## src/hw/rtl/asc_pkg.sv

```systemverilog
`timescale 1ns / 1ps

package asc_pkg;

    localparam int C_ANGLE_BITS    = 32;
    localparam int C_FRACTION_BITS = 30;

    // internal binary angle, 2^31 is pi
    localparam int C_BAM_BITS = 32;
    // CORDIC angle accumulator, one guard bit over the binary angle
    localparam int C_ZW       = 33;
    localparam int C_STEPS    = 31;

    localparam logic [63:0] C_GAIN_INV_Q30 = 64'd652032874;

    localparam logic [C_BAM_BITS-1:0] C_EIGHTH_TURN  = 32'h2000_0000;
    localparam logic [C_BAM_BITS-1:0] C_QUARTER_TURN = 32'h4000_0000;

    // atan(2^-i) in binary angle units
    localparam logic [31:0] C_ATAN [C_STEPS] = '{
        32'd536870912, 32'd316933406, 32'd167458907, 32'd85004756, 32'd42667331,
        32'd21354465,  32'd10679838,  32'd5340245,   32'd2670163,  32'd1335087,
        32'd667544,    32'd333772,    32'd166886,    32'd83443,    32'd41722,
        32'd20861,     32'd10430,     32'd5215,      32'd2608,     32'd1304,
        32'd652,       32'd326,       32'd163,       32'd81,       32'd41,
        32'd20,        32'd10,        32'd5,         32'd3,        32'd1,
        32'd1
    };

    // pipeline advance and the valid bit entering a unit
    typedef struct packed {
        logic ce;
        logic valid;
    } t_pipe;

endpackage

```

## src/hw/rtl/asc_mulq.sv

```systemverilog
`timescale 1ns / 1ps

module asc_mulq
    import asc_pkg::*;
#(
    parameter int W     = 33,
    parameter int F     = 30,
    parameter int LANES = 1,
    parameter int SW    = 1
) (
    input  logic                i_clk,
    input  logic                i_rst_n,
    input  t_pipe               i_ctl,
    input  logic signed [W-1:0] i_a [LANES],
    input  logic signed [W-1:0] i_b [LANES],
    input  logic [SW-1:0]       i_side,
    output logic                o_valid,
    output logic signed [W-1:0] o_p [LANES],
    output logic [SW-1:0]       o_side
);

    // sign-magnitude product, magnitude truncated to F fraction bits
    logic          r_v1, r_v2, r_v3;
    logic [SW-1:0] r_s1, r_s2, r_s3;

    for (genvar l = 0; l < LANES; l++) begin : g_lane
        logic [W-1:0]        r_ma;
        logic [W-1:0]        r_mb;
        logic                r_neg1;
        logic [2*W-1:0]      n_prod;
        logic [W-1:0]        r_mp;
        logic                r_neg2;
        logic signed [W-1:0] r_p;

        assign n_prod = r_ma * r_mb;

        always_ff @(posedge i_clk) begin
            if (i_ctl.ce) begin
                r_ma   <= i_a[l][W-1] ? W'(-i_a[l]) : W'(i_a[l]);
                r_mb   <= i_b[l][W-1] ? W'(-i_b[l]) : W'(i_b[l]);
                r_neg1 <= i_a[l][W-1] ^ i_b[l][W-1];
                r_mp   <= W'(n_prod >> F);
                r_neg2 <= r_neg1;
                r_p    <= r_neg2 ? -$signed(r_mp) : $signed(r_mp);
            end
        end

        assign o_p[l] = r_p;
    end

    always_ff @(posedge i_clk) begin
        if (!i_rst_n) begin
            r_v1 <= 1'b0;
            r_v2 <= 1'b0;
            r_v3 <= 1'b0;
        end else if (i_ctl.ce) begin
            r_v1 <= i_ctl.valid;
            r_v2 <= r_v1;
            r_v3 <= r_v2;
        end
        if (i_ctl.ce) begin
            r_s1 <= i_side;
            r_s2 <= r_s1;
            r_s3 <= r_s2;
        end
    end

    assign o_valid = r_v3;
    assign o_side  = r_s3;

endmodule

```

## config.mk

```make
export PLATFORM = sky130hd
export DESIGN_NAME = asc_mulq
export DESIGN_NICKNAME = d
export VERILOG_FILES = /design/src/hw/rtl/asc_pkg.sv /design/src/hw/rtl/asc_mulq.sv
export SDC_FILE = /design/constraint.sdc
export NUM_CORES = 2
export LEC_CHECK = 0
export BUFFER_PORTS_ARGS = -buffer_cell sky130_fd_sc_hd__buf_4
export CORE_ASPECT_RATIO = 2
export CORE_MARGIN = 2
export CORE_UTILIZATION = 30
export DETAILED_ROUTE_END_ITERATION = 7
export SYNTH_ARGS = -nofsm -noshare
export SYNTH_HDL_FRONTEND = slang
export SYNTH_SLANG_ARGS = --single-unit
```

## constraint.sdc

```tcl
create_clock -name i_clk -period 10.4 [get_ports i_clk]
set_input_delay 1.56 -clock i_clk [delete_from_list [all_inputs] [get_ports i_clk]]
set_output_delay 1.56 -clock i_clk [all_outputs]
set_load 0.01 [all_outputs]
```

; ---- Yosys cells after proc, flatten, opt, wreduce, memory -nomap -nowiden
; Index checks and enable logic that the tools add are counted.
[classes]
mux = 3
magnitude_cmp = 0
add_sub_neg = 3
mul = 1
n_bitwise = 1
reduce_logical = 0
n_eq_ne = 0
n_div = 0
shifts = 0
[ops]
columns = op, n
row1 = negator 33 bit, 3
row2 = 2-to-1 mux 32 bit, 2
row3 = multiplier 33 x 33 -> 63 bit, 1
row4 = 2-to-1 mux 33 bit, 1
row5 = XOR 1 bit, 1
[word_totals]
mem_bits_rw = 0
latch_bits = 0
mem_count = 0
ff_bits = 140
romBits = 0
out_inout_bits = 35
word_cells = 22
in_bits = 71

; ---- Longest topological paths before layout
[logic_depth]
ltp_word = 2
depth_mapped = 29
depth_no_buf = 28

; ---- Worst setup path after synthesis
; OpenSTA, ideal clock, no wires.
[synth_path]
path_kind = register to register
start = reg g_lane[0].r_ma[31]
end = reg g_lane[0].r_mp[26], data pin
stages_incl_launch_ff = 26
slack_ns = 2.895
arrival_ns = 7.245
path_buffers = 2
t_required_ns = 10.140
cell_sequence = edfxtp_1 > clkbuf_1 > and2_1 > fa_1 > inv_1 > fa_1 > fa_1 > fa_1 > inv_1 > fa_1 > fa_1 > fa_1 > inv_1 > fa_1 > inv_1 > ha_1 > clkbuf_1 > and4_1 > a221oi_1 > a21boi_0 > o221a_2 > o31a_1 > a21oi_1 > o21ai_0 > a21oi_1 > xnor2_1
[synth_between]
elab_chain_cells = 1
[synth_rtl]
columns = item, line
row1 = start: declaration, asc_mulq.sv:27  ; logic [W-1:0] r_ma;
row2 = start signal: assignment, asc_mulq.sv:39  ; r_ma <= i_a[l][W-1] ? W'(-i_a[l]) : W'(i_a[l]);
row3 = multiplier 33 x 33 -> 63 bit, asc_mulq.sv:35  ; assign n_prod = r_ma * r_mb;
row4 = net g_lane[0].n_prod[56], asc_mulq.sv:30  ; logic [2*W-1:0] n_prod;
row5 = end signal: assignment, asc_mulq.sv:42  ; r_mp <= W'(n_prod >> F);
row6 = end: declaration, asc_mulq.sv:31  ; logic [W-1:0] r_mp;
; The timed path passes the listed nets, and every way through them passes these cells.
; A chain may end at the register's enable or synchronous reset.

; ---- Worst setup path in the final report
[layout_path]
start = reg g_lane[0].r_ma[5]
end = reg g_lane[0].r_mp[24], data pin
; Same word-level chain as after synthesis.

==> impl_metrics.env <==
export IMPL_cap_violations=0
export IMPL_fin_skew_ns=0.0111
export IMPL_critPathArrivalTime_ns=9.39
export IMPL_wl_um=139000
export IMPL_antenna_found_initial=3
export IMPL_dr_max_layer_used="met4"
export IMPL_drc_errors=0
export IMPL_grt_first_pass_wirelength_um=208000
export IMPL_outcome="completed"
export IMPL_setup_viol=0
export IMPL_antenna_left=0
export IMPL_cp_end_kind="register"
export IMPL_num_vias=29500
export IMPL_synthArstFlopShare_pct=0
export IMPL_met3WireLength_um=5570
export IMPL_slew_headroom_pct=16.3
export IMPL_area_growth_pct=8.56
export IMPL_pin_count=106
export IMPL_yosysMostFrequentCell="inv_1"
export IMPL_grt_pass1_vias=33900
export IMPL_met1_length_um=38700
export IMPL_cts_repair_resized=0
export IMPL_avgSynthCellArea_sq_um=9.48
export IMPL_grt_overflow_total=0
export IMPL_core_sq_um=133000
export IMPL_tightest_slew_ns=1.24
export IMPL_port_buffers=105
export IMPL_synth_commonest_cells="inv_1, fa_1, nand2_1, and2_1, ha_1"
export IMPL_synth_top_cell_area_share_pct=47.6
export IMPL_post_route_period_util_pct=87.4
export IMPL_postCtsSetupRepairBufs=0
export IMPL_required_ns=10.70
export IMPL_holdPathStages=0
export IMPL_drv_slew=0
export IMPL_grt_start_max_net_pins=73
export IMPL_nNetsFinal=5504
export IMPL_synth_edff_count=137
export IMPL_synth_top_cell_by_area="fa_1"
export IMPL_cp_max_fo=14
export IMPL_dr_pass1_iters=8
export IMPL_synth_cells=4236
export IMPL_htreeDepth=4
export IMPL_reg2regPathDepth=25
export IMPL_cts_tree="built"
export IMPL_hp_class="register to register"
export IMPL_post_drt_wl_per_cell_um=23.3
export IMPL_synth_area_leaders="fa_1, edfxtp_1, inv_1"
export IMPL_layout_min_cycle_time_ns=9.09
export IMPL_clk_latency_ns=0.48
export IMPL_synth_net_count=5503
export IMPL_clock_sinks=140
export IMPL_synth_area_sq_um=40200
export IMPL_dp_hpwl_um=115000
export IMPL_yosysWarnings=0
export IMPL_critPathLaunchType="register"
export IMPL_ys_seq_area_share_pct=10.4
export IMPL_clk_path_buf_depth=2
export IMPL_drive_above_1_share_pct=5.86
export IMPL_numCtsBuffers=17
export IMPL_critPathKind="register to register"
export IMPL_rsz0062_at_grt="no"
export IMPL_grt_use_total_pct=20.9
export IMPL_fp_dieH_um=521
export IMPL_ys_seq_elements=140
export IMPL_die_area_sq_um=137000
export IMPL_rows=189
export IMPL_ys_types=63
export IMPL_gp_congestion=0.947
export IMPL_cts_root_buf="clkbuf_16"
export IMPL_vias_per_cell=4.94
export IMPL_final_hold_violation_count=0
export IMPL_die_w_um=263
export IMPL_clk_pin_slew_ns=0.07
export IMPL_start_util_pct=30.3
export IMPL_tns_ns=0
export IMPL_postCtsHoldBufs=0
export IMPL_synthFlopType="edfxtp_1"
export IMPL_clock_fmax_ghz=0.110
export IMPL_dr_wl_met2_um=76800
export IMPL_first_iter_violations=1513
-- worst max-delay path: stages, from the launching register on --
cell      delay, ns
edfxtp_1       1.13
buf_4          0.39
nand2_1        0.12
fa_1           0.47
fa_1           0.45
fa_1           0.52
fa_1           0.56
inv_1          0.04
ha_1           0.26
ha_1           0.27
inv_1          0.04
fa_1           0.46
fa_1           0.50
inv_1          0.04
ha_1           0.30
o21a_1         0.17
o21ai_0        0.16
a311oi_1       0.76
a211oi_1       0.23
o21ai_0        0.24
buf_4          0.18
a21oi_1        0.11
o21ai_0        0.57
a31oi_1        0.39
and4b_1        0.33
a311oi_1       0.23
-- logic make-up (layout without fill, tap and decap cells) --
logic type,count (synthesis),in the layout,share of synthesized area (%)
AOI/OAI and AO/OA,235,235,3.73
other,0,2,0
xor gates and xnor gates,134,134,2.92
adders and majority gates,1196,1196,55.1
DFF,140,140,10.4
muxes,4,4,0.103
buffers and inverters,1221,1235,11.4
and+or+nand+nor,1306,1306,16.3
-- cell usage in the layout (no fill, tap or decap), drive strengths merged, types with 4 or more instances in the layout --
cell type,n
buf,197
edfxtp,137
o41ai,12
and2,534
a21oi,62
inv,1015
o31ai,25
or2,6
a21o,19
nand2,632
nand3,11
o21bai,6
nand4,13
and3,11
a31oi,8
nor2b,6
nand2b,6
ha,241
fa,955
clkinv,4
xor2,23
or3,21
xnor2,111
o21ai,73
or4,17
nor2,35
clkbuf,17
-- state kept, by name, indices dropped and copies added, names as in the netlist --
name           flops
g_lane.r_ma       33
g_lane.r_mb       33
g_lane.r_mp       33
o_p               33
g_lane.r_neg1      1
g_lane.r_neg2      1
o_side             1
o_valid            1
r_s1               1
r_s2               1
r_v1               1
r_v2               1
-- per-layer routing --
layer,vias to the layer above,GRT usage (%)
li1,12400,-
met1,15500,17.4
met2,1040,40.5
met3,593,2.79
met4,0,21.9
met5,-,0
-- layout make-up --
type / count / area [sq um]
flip-flops and latches: 140 / 4170
fillers: 13600 / 89100
diodes: 2 / 5.00
inverters: 1006 / 3780
clock buffers: 17 / 425
repair buffers: 197 / 1500
well taps: 1719 / 2150
multi-input cells: 2875 / 31400
clock inverters: 15 / 174
-- path summary, 6_finish.rpt --
check	start	endpoint	slack [ns]
worst max-delay path	g_lane[0].r_ma[5]$_DFFE_PP_	g_lane[0].r_mp[24]$_DFFE_PP_	1.31
worst min-delay path	g_lane[0].r_neg1$_DFFE_PP_	g_lane[0].r_neg2$_DFFE_PP_	0.42
worst max register to register	g_lane[0].r_ma[5]$_DFFE_PP_	g_lane[0].r_mp[24]$_DFFE_PP_	1.31
worst min register to register	g_lane[0].r_neg1$_DFFE_PP_	g_lane[0].r_neg2$_DFFE_PP_	0.42
-- through the flow --
step	hold WS (ns)	cell area [sq um]	setup slack, ns	instances	util [%]
2_1_floorplan	0.400	40200	2.89	4236	-
3_3_place_gp	0.400	43000	1.46	5937	32.4
3_5_place_dp	0.407	43000	1.43	5937	32.4
4_1_cts	0.423	43600	1.41	5969	32.9
5_1_grt	0.439	43600	1.00	5969	32.9
6_report	0.421	43600	1.31	5971	32.9
Power is not shown: default switching activity piles up to over one toggle a cycle in this logic, so the estimate is an artifact.
