<file path="src/hw/rtl/asc_pkg.sv">
`timescale 1ns / 1ps

package asc_pkg;

    localparam int C_ANGLE_BITS    = 32;
    localparam int C_FRACTION_BITS = 30;

    // internal binary angle, 2^31 is pi
    localparam int C_BAM_BITS = 32;
    // CORDIC angle accumulator, one guard bit over the binary angle
    localparam int C_ZW       = 33;
    localparam int C_STEPS    = 31;

    localparam logic [63:0] C_GAIN_INV_Q30 = 64'd652032874;

    localparam logic [C_BAM_BITS-1:0] C_EIGHTH_TURN  = 32'h2000_0000;
    localparam logic [C_BAM_BITS-1:0] C_QUARTER_TURN = 32'h4000_0000;

    // atan(2^-i) in binary angle units
    localparam logic [31:0] C_ATAN [C_STEPS] = '{
        32'd536870912, 32'd316933406, 32'd167458907, 32'd85004756, 32'd42667331,
        32'd21354465,  32'd10679838,  32'd5340245,   32'd2670163,  32'd1335087,
        32'd667544,    32'd333772,    32'd166886,    32'd83443,    32'd41722,
        32'd20861,     32'd10430,     32'd5215,      32'd2608,     32'd1304,
        32'd652,       32'd326,       32'd163,       32'd81,       32'd41,
        32'd20,        32'd10,        32'd5,         32'd3,        32'd1,
        32'd1
    };

    // pipeline advance and the valid bit entering a unit
    typedef struct packed {
        logic ce;
        logic valid;
    } t_pipe;

endpackage

</file>
<file path="src/hw/rtl/asc_sqrt.sv">
`timescale 1ns / 1ps

module asc_sqrt
    import asc_pkg::*;
#(
    parameter int N  = 32,
    parameter int SW = 1
) (
    input  logic           i_clk,
    input  logic           i_rst_n,
    input  t_pipe          i_ctl,
    input  logic [2*N-1:0] i_rad,
    input  logic [SW-1:0]  i_side,
    output logic           o_valid,
    output logic [N-1:0]   o_root,
    output logic [SW-1:0]  o_side
);

    // digit-by-digit floor square root, one root bit per stage
    logic           r_v    [0:N];
    logic [2*N-1:0] r_rad  [0:N-1];
    logic [N+1:0]   r_rem  [0:N];
    logic [N-1:0]   r_root [0:N];
    logic [SW-1:0]  r_side [0:N];

    always_ff @(posedge i_clk) begin
        if (!i_rst_n) begin
            r_v[0] <= 1'b0;
        end else if (i_ctl.ce) begin
            r_v[0] <= i_ctl.valid;
        end
        if (i_ctl.ce) begin
            r_rad[0]  <= i_rad;
            r_rem[0]  <= '0;
            r_root[0] <= '0;
            r_side[0] <= i_side;
        end
    end

    for (genvar k = 0; k < N; k++) begin : g_digit
        logic [N+2:0] n_t;
        logic [N+2:0] n_trial;
        logic         n_take;

        // remainder stays below 2*root+1, so its top bit is always clear
        always_comb begin
            n_t     = {r_rem[k][N:0], r_rad[k][2*N-1 -: 2]};
            n_trial = (N+3)'({r_root[k], 2'b01});
            n_take  = (n_t >= n_trial);
        end

        always_ff @(posedge i_clk) begin
            if (!i_rst_n) begin
                r_v[k+1] <= 1'b0;
            end else if (i_ctl.ce) begin
                r_v[k+1] <= r_v[k];
            end
            if (i_ctl.ce) begin
                r_side[k+1] <= r_side[k];
                if (n_take) begin
                    r_rem[k+1]  <= (N+2)'(n_t - n_trial);
                    r_root[k+1] <= {r_root[k][N-2:0], 1'b1};
                end else begin
                    r_rem[k+1]  <= (N+2)'(n_t);
                    r_root[k+1] <= {r_root[k][N-2:0], 1'b0};
                end
            end
        end

        if (k < N - 1) begin : g_rad
            always_ff @(posedge i_clk) begin
                if (i_ctl.ce) begin
                    r_rad[k+1] <= r_rad[k] << 2;
                end
            end
        end
    end

    assign o_valid = r_v[N];
    assign o_root  = r_root[N];
    assign o_side  = r_side[N];

endmodule

</file>
<file path="config.mk">
export PLATFORM = sky130hd
export DESIGN_NAME = asc_sqrt
export DESIGN_NICKNAME = d
export VERILOG_FILES = /design/src/hw/rtl/asc_pkg.sv /design/src/hw/rtl/asc_sqrt.sv
export SDC_FILE = /design/constraint.sdc
export NUM_CORES = 2
export LEC_CHECK = 0
export BUFFER_PORTS_ARGS = -buffer_cell sky130_fd_sc_hd__buf_4
export CORE_ASPECT_RATIO = 0.8
export CORE_MARGIN = 1
export CORE_UTILIZATION = 39
export DETAILED_ROUTE_END_ITERATION = 7
export HOLD_SLACK_MARGIN = 0.08
export SYNTH_ARGS = -nofsm -noshare
export SYNTH_HDL_FRONTEND = slang
export SYNTH_MEMORY_MAX_BITS = 65536
export SYNTH_SLANG_ARGS = --single-unit
export TNS_END_PERCENT = 10
</file>
<file path="constraint.sdc">
create_clock -name i_clk -period 5.3 [get_ports i_clk]
set_input_delay 0.53 -clock i_clk [delete_from_list [all_inputs] [get_ports i_clk]]
set_output_delay 0.53 -clock i_clk [all_outputs]
set_load 0.005 [all_outputs]
</file>
Yosys cells after proc, flatten, opt, wreduce, memory -nomap -nowiden
Memory sizes are Yosys's and may differ from the RTL's.
Index checks and enable logic that the tools add are counted.
{"block": "word_totals", "regBits": 0, "ram_bits": 4292, "in_bits": 69, "out_inout_bits": 34, "wordCells": 460, "memories": 5}
{"name": "r_rad", "words": 32, "width": 64, "rd": 32, "rd_clocked_by_memory_dff": 0, "wr": 32, "line": "asc_sqrt.sv:21", "text": "logic [2*N-1:0] r_rad [0:N-1];"}
{"name": "r_rem", "words": 33, "width": 34, "rd": 32, "rd_clocked_by_memory_dff": 0, "wr": 33, "line": "asc_sqrt.sv:22", "text": "logic [N+1:0] r_rem [0:N];"}
{"name": "r_root", "words": 33, "width": 32, "rd": 33, "rd_clocked_by_memory_dff": 0, "wr": 33, "line": "asc_sqrt.sv:23", "text": "logic [N-1:0] r_root [0:N];"}
{"name": "r_side", "words": 33, "width": 1, "rd": 33, "rd_clocked_by_memory_dff": 0, "wr": 33, "line": "asc_sqrt.sv:24", "text": "logic [SW-1:0] r_side [0:N];"}
{"name": "r_v", "words": 33, "width": 1, "rd": 33, "rd_clocked_by_memory_dff": 0, "wr": 33, "line": "asc_sqrt.sv:20", "text": "logic r_v [0:N];"}
{"block": "op_classes", "addsub": 32, "magnitude_cmp": 32, "n_mux": 294, "n_bitwise": 97}
{"op": ">= comparator 35 x 34 -> 1 bit", "n": 32}
{"op": "2-to-1 mux 34 bit", "n": 32}
{"op": "subtractor 34 bit", "n": 32}
{"op": "2-to-1 mux 32 bit", "n": 32}
{"op": "2-to-1 mux 1 bit", "n": 230}
{"op": "OR 1 bit", "n": 97}

Longest topological paths before layout
An unclocked memory read counts as a cell.
{"block": "depth", "word_depth": 6, "depth_mapped": 15, "mapped_depth_nobuf": 12}

Worst setup path before layout
Ideal clock, no wire load.
{"block": "synth_timing", "path_type": "register -> register", "from": "memory r_rem[9][10] (netlist name)", "to": "memory r_rem[10][30] (netlist name), data pin", "arrival_time_ps": 3322, "required_ps": 5029, "path_slack_ps": 1707, "path_stages_with_launch": 13, "synth_period_minus_slack_ps": 3593, "path_cell_list": "edfxtp_1 or3_4 or4b_4 or3_4 or4_1 clkbuf_2 or4_4 nor2_8 inv_4 nand3_2 buf_6 nor4_1 xor2_1"}
{"element": "start: declaration", "line": "asc_sqrt.sv:22"}

==> impl_metrics.toml <==
[yosys]
synth_compound_area_frac = 0.09477
async_flop_share = 0
yosys.area_share.simple = 0.1031
netlist.area_leader.share = 0.6495
synthesis.area_um2 = 121200
synth_xor_area_frac = 0.05953
yosys-top-cells-count = "edfxtp_1, inv_1, nand2_1"
ys_top_cells_by_area = "edfxtp_1, ha_1, xor2_1"
synth_edf_count = 2622
synth_most_common_cell = "edfxtp_1"
syn_nets = 9960
ys_ff_latch = 2624
synth_flop_cell = "edfxtp_1"
yosysUniqueCellTypes = 89
synth_fa_ha_area_frac = 0.05800
synth_top_cell_by_area = "edfxtp_1"
yosys_warnings = 0
syn_avg_cell_area_um2 = 13.00
synthCells = 9329
ys_seq_area_frac = 0.6498
synthMuxAreaShare = 0.005718
synth_top_family_by_area = "simple AND/OR/NAND/NOR gates"

[setup_path]
crit_required_ns = 5.85
worstSetupPathType = "flip-flop to flip-flop"
rr_endpoint = "r_rem[28][20]$_DFFE_PP_"
worst_setup_path_start_kind = "flip-flop"
r2r-start = "r_rem[27][6]$_DFFE_PP_"
reg2reg_slack_ns = 1.06
end_kind = "flip-flop"
cp.arrival_ns = 4.79
rr_worst_depth = 13
critPathMaxFanout = 21

[grt]
grt_pass1_wl_mm = 405.5
grt.total_usage = 0.1626
grt_start_max_net_pins = 181
grt_pass1_vias = 71110
gr-total-overflow = 0
antenna_found_initial = 5

[drt]
via_per_inst = 5.192
ant_nets = 0
num_vias = 72590
drc = 0
drt_wl_total_mm = 260.7
wl_per_cell_um = 18.65
firstDrtPassIters = 6
drt-initial-drc-count = 6230

[sta]
finalSetupViolCount = 0
rsz0062_at_grt = "no"
period_needed_ns = 4.238
worst_pin_slew_ns = 1.183
setup_slack_ns = 1.062
hold_slack_ns = 0.3863
relSlewSlack = 0.2094
post-route-period-util = 0.7997
hold_violations = 0
setup_tns_ns = 0
max_clock_freq_ghz = 0.2360
finClkSkew_ns = 0.05311
report.final.slew_viol_count = 0

[cts]
h-tree-depth = 5
clk_latency_ns = 0.86
cts_tree = "done"
cts_made_buffers = 286
clk_pin_slew_ns = 0.07
clockBufferDepth = 4
cts.sinks = 2624
root_buffer = "clkbuf_16"

[floorplan]
core_um2 = 308300
dieArea_um2 = 313100
die_w_um = 625.3
chipHeight_um = 500.7
rows = 182
ios = 103
start_util = 0.3932

[placement]
place_inst = 13410
dp_slack_ns = 1.185
routabilityCongestion = 0.8870
hpwl_mm = 185.6
portBuffers = 102

[run_status]
status = "finished, final reports clean"

[layout]
drive_gt1_frac = 0.07378
area_growth_pct = 12.93
nFillCells = 27830
layoutNonFillerInstCount = 13980
fin_nets = 10260

[power_and_ir_drop]
p_per_area_nw_per_um2 = 428.9
ir_drop_v = 0.0003123
power_leakage_nw = 51.72
p_total_w = 0.05872

[min_path]
hold-path-cell-count = 0
hold_path.class = "flip-flop to flip-flop"
hold_start = "r_rad[0][270]$_DFFE_PP_"
whs_endpoint = "r_rad[0][336]$_DFFE_PP_"

[run]
maxCapViolations = 0
## registers in the layout, indices dropped and copies added (netlist names)
register,cells
r_rad,1056
r_rem,974
r_root,528
r_side,33
r_v,33
## worst max-delay path, stage by stage, from the launching register on
cell and delay, ns:
edfxtp_1 0.41, ha_1 0.37, a211oi_1 0.39, o211ai_1 0.17, a221o_1 0.35, o21a_1 0.25, a211o_1 0.36, a41oi_1 0.30
and3_1 0.20, buf_4 0.26, inv_1 0.34, buf_4 0.33, nor2_1 0.13, a21oi_1 0.06
## layout by cell type (no fill, tap or decap), types with 23 or more instances in the layout
| cell | Yosys | routed |
|---|---|---|
| edfxtp_1 | 2622 | 2622 |
| o211ai_1 | 29 | 29 |
| a21o_1 | 251 | 251 |
| nand4_1 | 88 | 88 |
| and3_1 | 99 | 99 |
| o21a_1 | 111 | 111 |
| clkbuf_1 | 216 | 49 |
| ha_1 | 562 | 562 |
| a21oi_1 | 500 | 499 |
| dlygate4sd3_1 | 0 | 68 |
| inv_1 | 699 | 699 |
| nor4_1 | 118 | 118 |
| buf_4 | 1 | 161 |
| nor2_1 | 495 | 495 |
| bufinv_16 | 0 | 29 |
| nand3_1 | 123 | 123 |
| xor2_1 | 447 | 447 |
| or2_2 | 54 | 54 |
| clkbuf_16 | 0 | 296 |
| clkinv_1 | 2 | 56 |
| nand2_1 | 680 | 680 |
| a21boi_0 | 23 | 23 |
| nand2b_1 | 113 | 113 |
| o21ai_0 | 533 | 533 |
| o21bai_1 | 51 | 51 |
| xnor2_1 | 377 | 377 |
| mux2_2 | 50 | 50 |
| o31ai_1 | 30 | 30 |
| a211oi_1 | 62 | 62 |
| or3_1 | 104 | 104 |
| clkinv_2 | 0 | 39 |
| nor2b_1 | 76 | 75 |
| a31oi_1 | 45 | 44 |
| or4_1 | 70 | 70 |
| and2_1 | 74 | 74 |
| nor3_1 | 253 | 253 |
## cell families after synthesis
logic type	Yosys count
flops	2624
simple gates	2476
compound gates	1846
buf+inv	934
xor+xnor	824
fa+ha+maj	562
mux	63
## worst max-delay path by stage
| stage | endpoint | cells after the start | startpoint | slack, ns |
|---|---|---|---|---|
| final | r_rem[28][20]$_DFFE_PP_ | 13 | r_rem[27][6]$_DFFE_PP_ | 1.06 |
| after global routing | r_rem[28][20]$_DFFE_PP_ | 13 | r_rem[27][6]$_DFFE_PP_ | 0.84 |
| after CTS | r_rem[28][20]$_DFFE_PP_ | 13 | r_rem[27][6]$_DFFE_PP_ | 1.12 |
| after detailed placement | r_rem[29][30]$_DFFE_PP_ | 12 | r_root[28][22]$_DFFE_PP_ | 1.18 |
| after global placement | r_rem[29][30]$_DFFE_PP_ | 12 | r_root[28][22]$_DFFE_PP_ | 0.99 |
| after floorplan | r_rem[10][30]$_DFFE_PP_ | 12 | r_rem[9][10]$_DFFE_PP_ | 1.71 |
## report_power, final
| part | total (W) | switching [W] | internal (W) |
|---|---|---|---|
| combinational | 0.0112 | 0.00665 | 0.00459 |
| sequential | 0.0278 | 0.00173 | 0.0261 |
| clock | 0.0197 | 0.00806 | 0.0116 |
## metal layers
metal | vias to the layer above | track usage | wire length, um
met5 | - | 0 | 0
met4 | 0 | 0.04825 | 7344
met3 | 434 | 0.02263 | 12630
met2 | 1758 | 0.2641 | 120500
met1 | 35250 | 0.2266 | 120200
li1 | 35140 | - | -
## area by class of cell
cell class | instances | area (um2) | area share
multi-input cells | 5771 | 38990 | 0.2848
diodes | 1 | 2.502 | 0.00001828
well taps | 4140 | 5180 | 0.03784
flip-flops and latches | 2624 | 78780 | 0.5754
clock buffers | 345 | 7591 | 0.05545
repair buffers | 242 | 2157 | 0.01576
inverters | 702 | 2638 | 0.01927
clock inverters | 156 | 1569 | 0.01146
## per-stage QoR
stage | utilization | instance area, um2
after floorplan | - | 121200
after global placement | 0.4121 | 127100
after detailed placement | 0.4121 | 127100
after CTS | 0.4440 | 136900
after global routing | 0.4440 | 136900
final | 0.4440 | 136900
## timing repair
item	4_1_cts	5_1_grt
hold buffers	68	0
setup endpoints to repair	0	0
gates resized for setup	0	0
setup buffers	0	0
hold endpoints to repair	88	0
No activity file was read; power rests on OpenSTA's default activity.
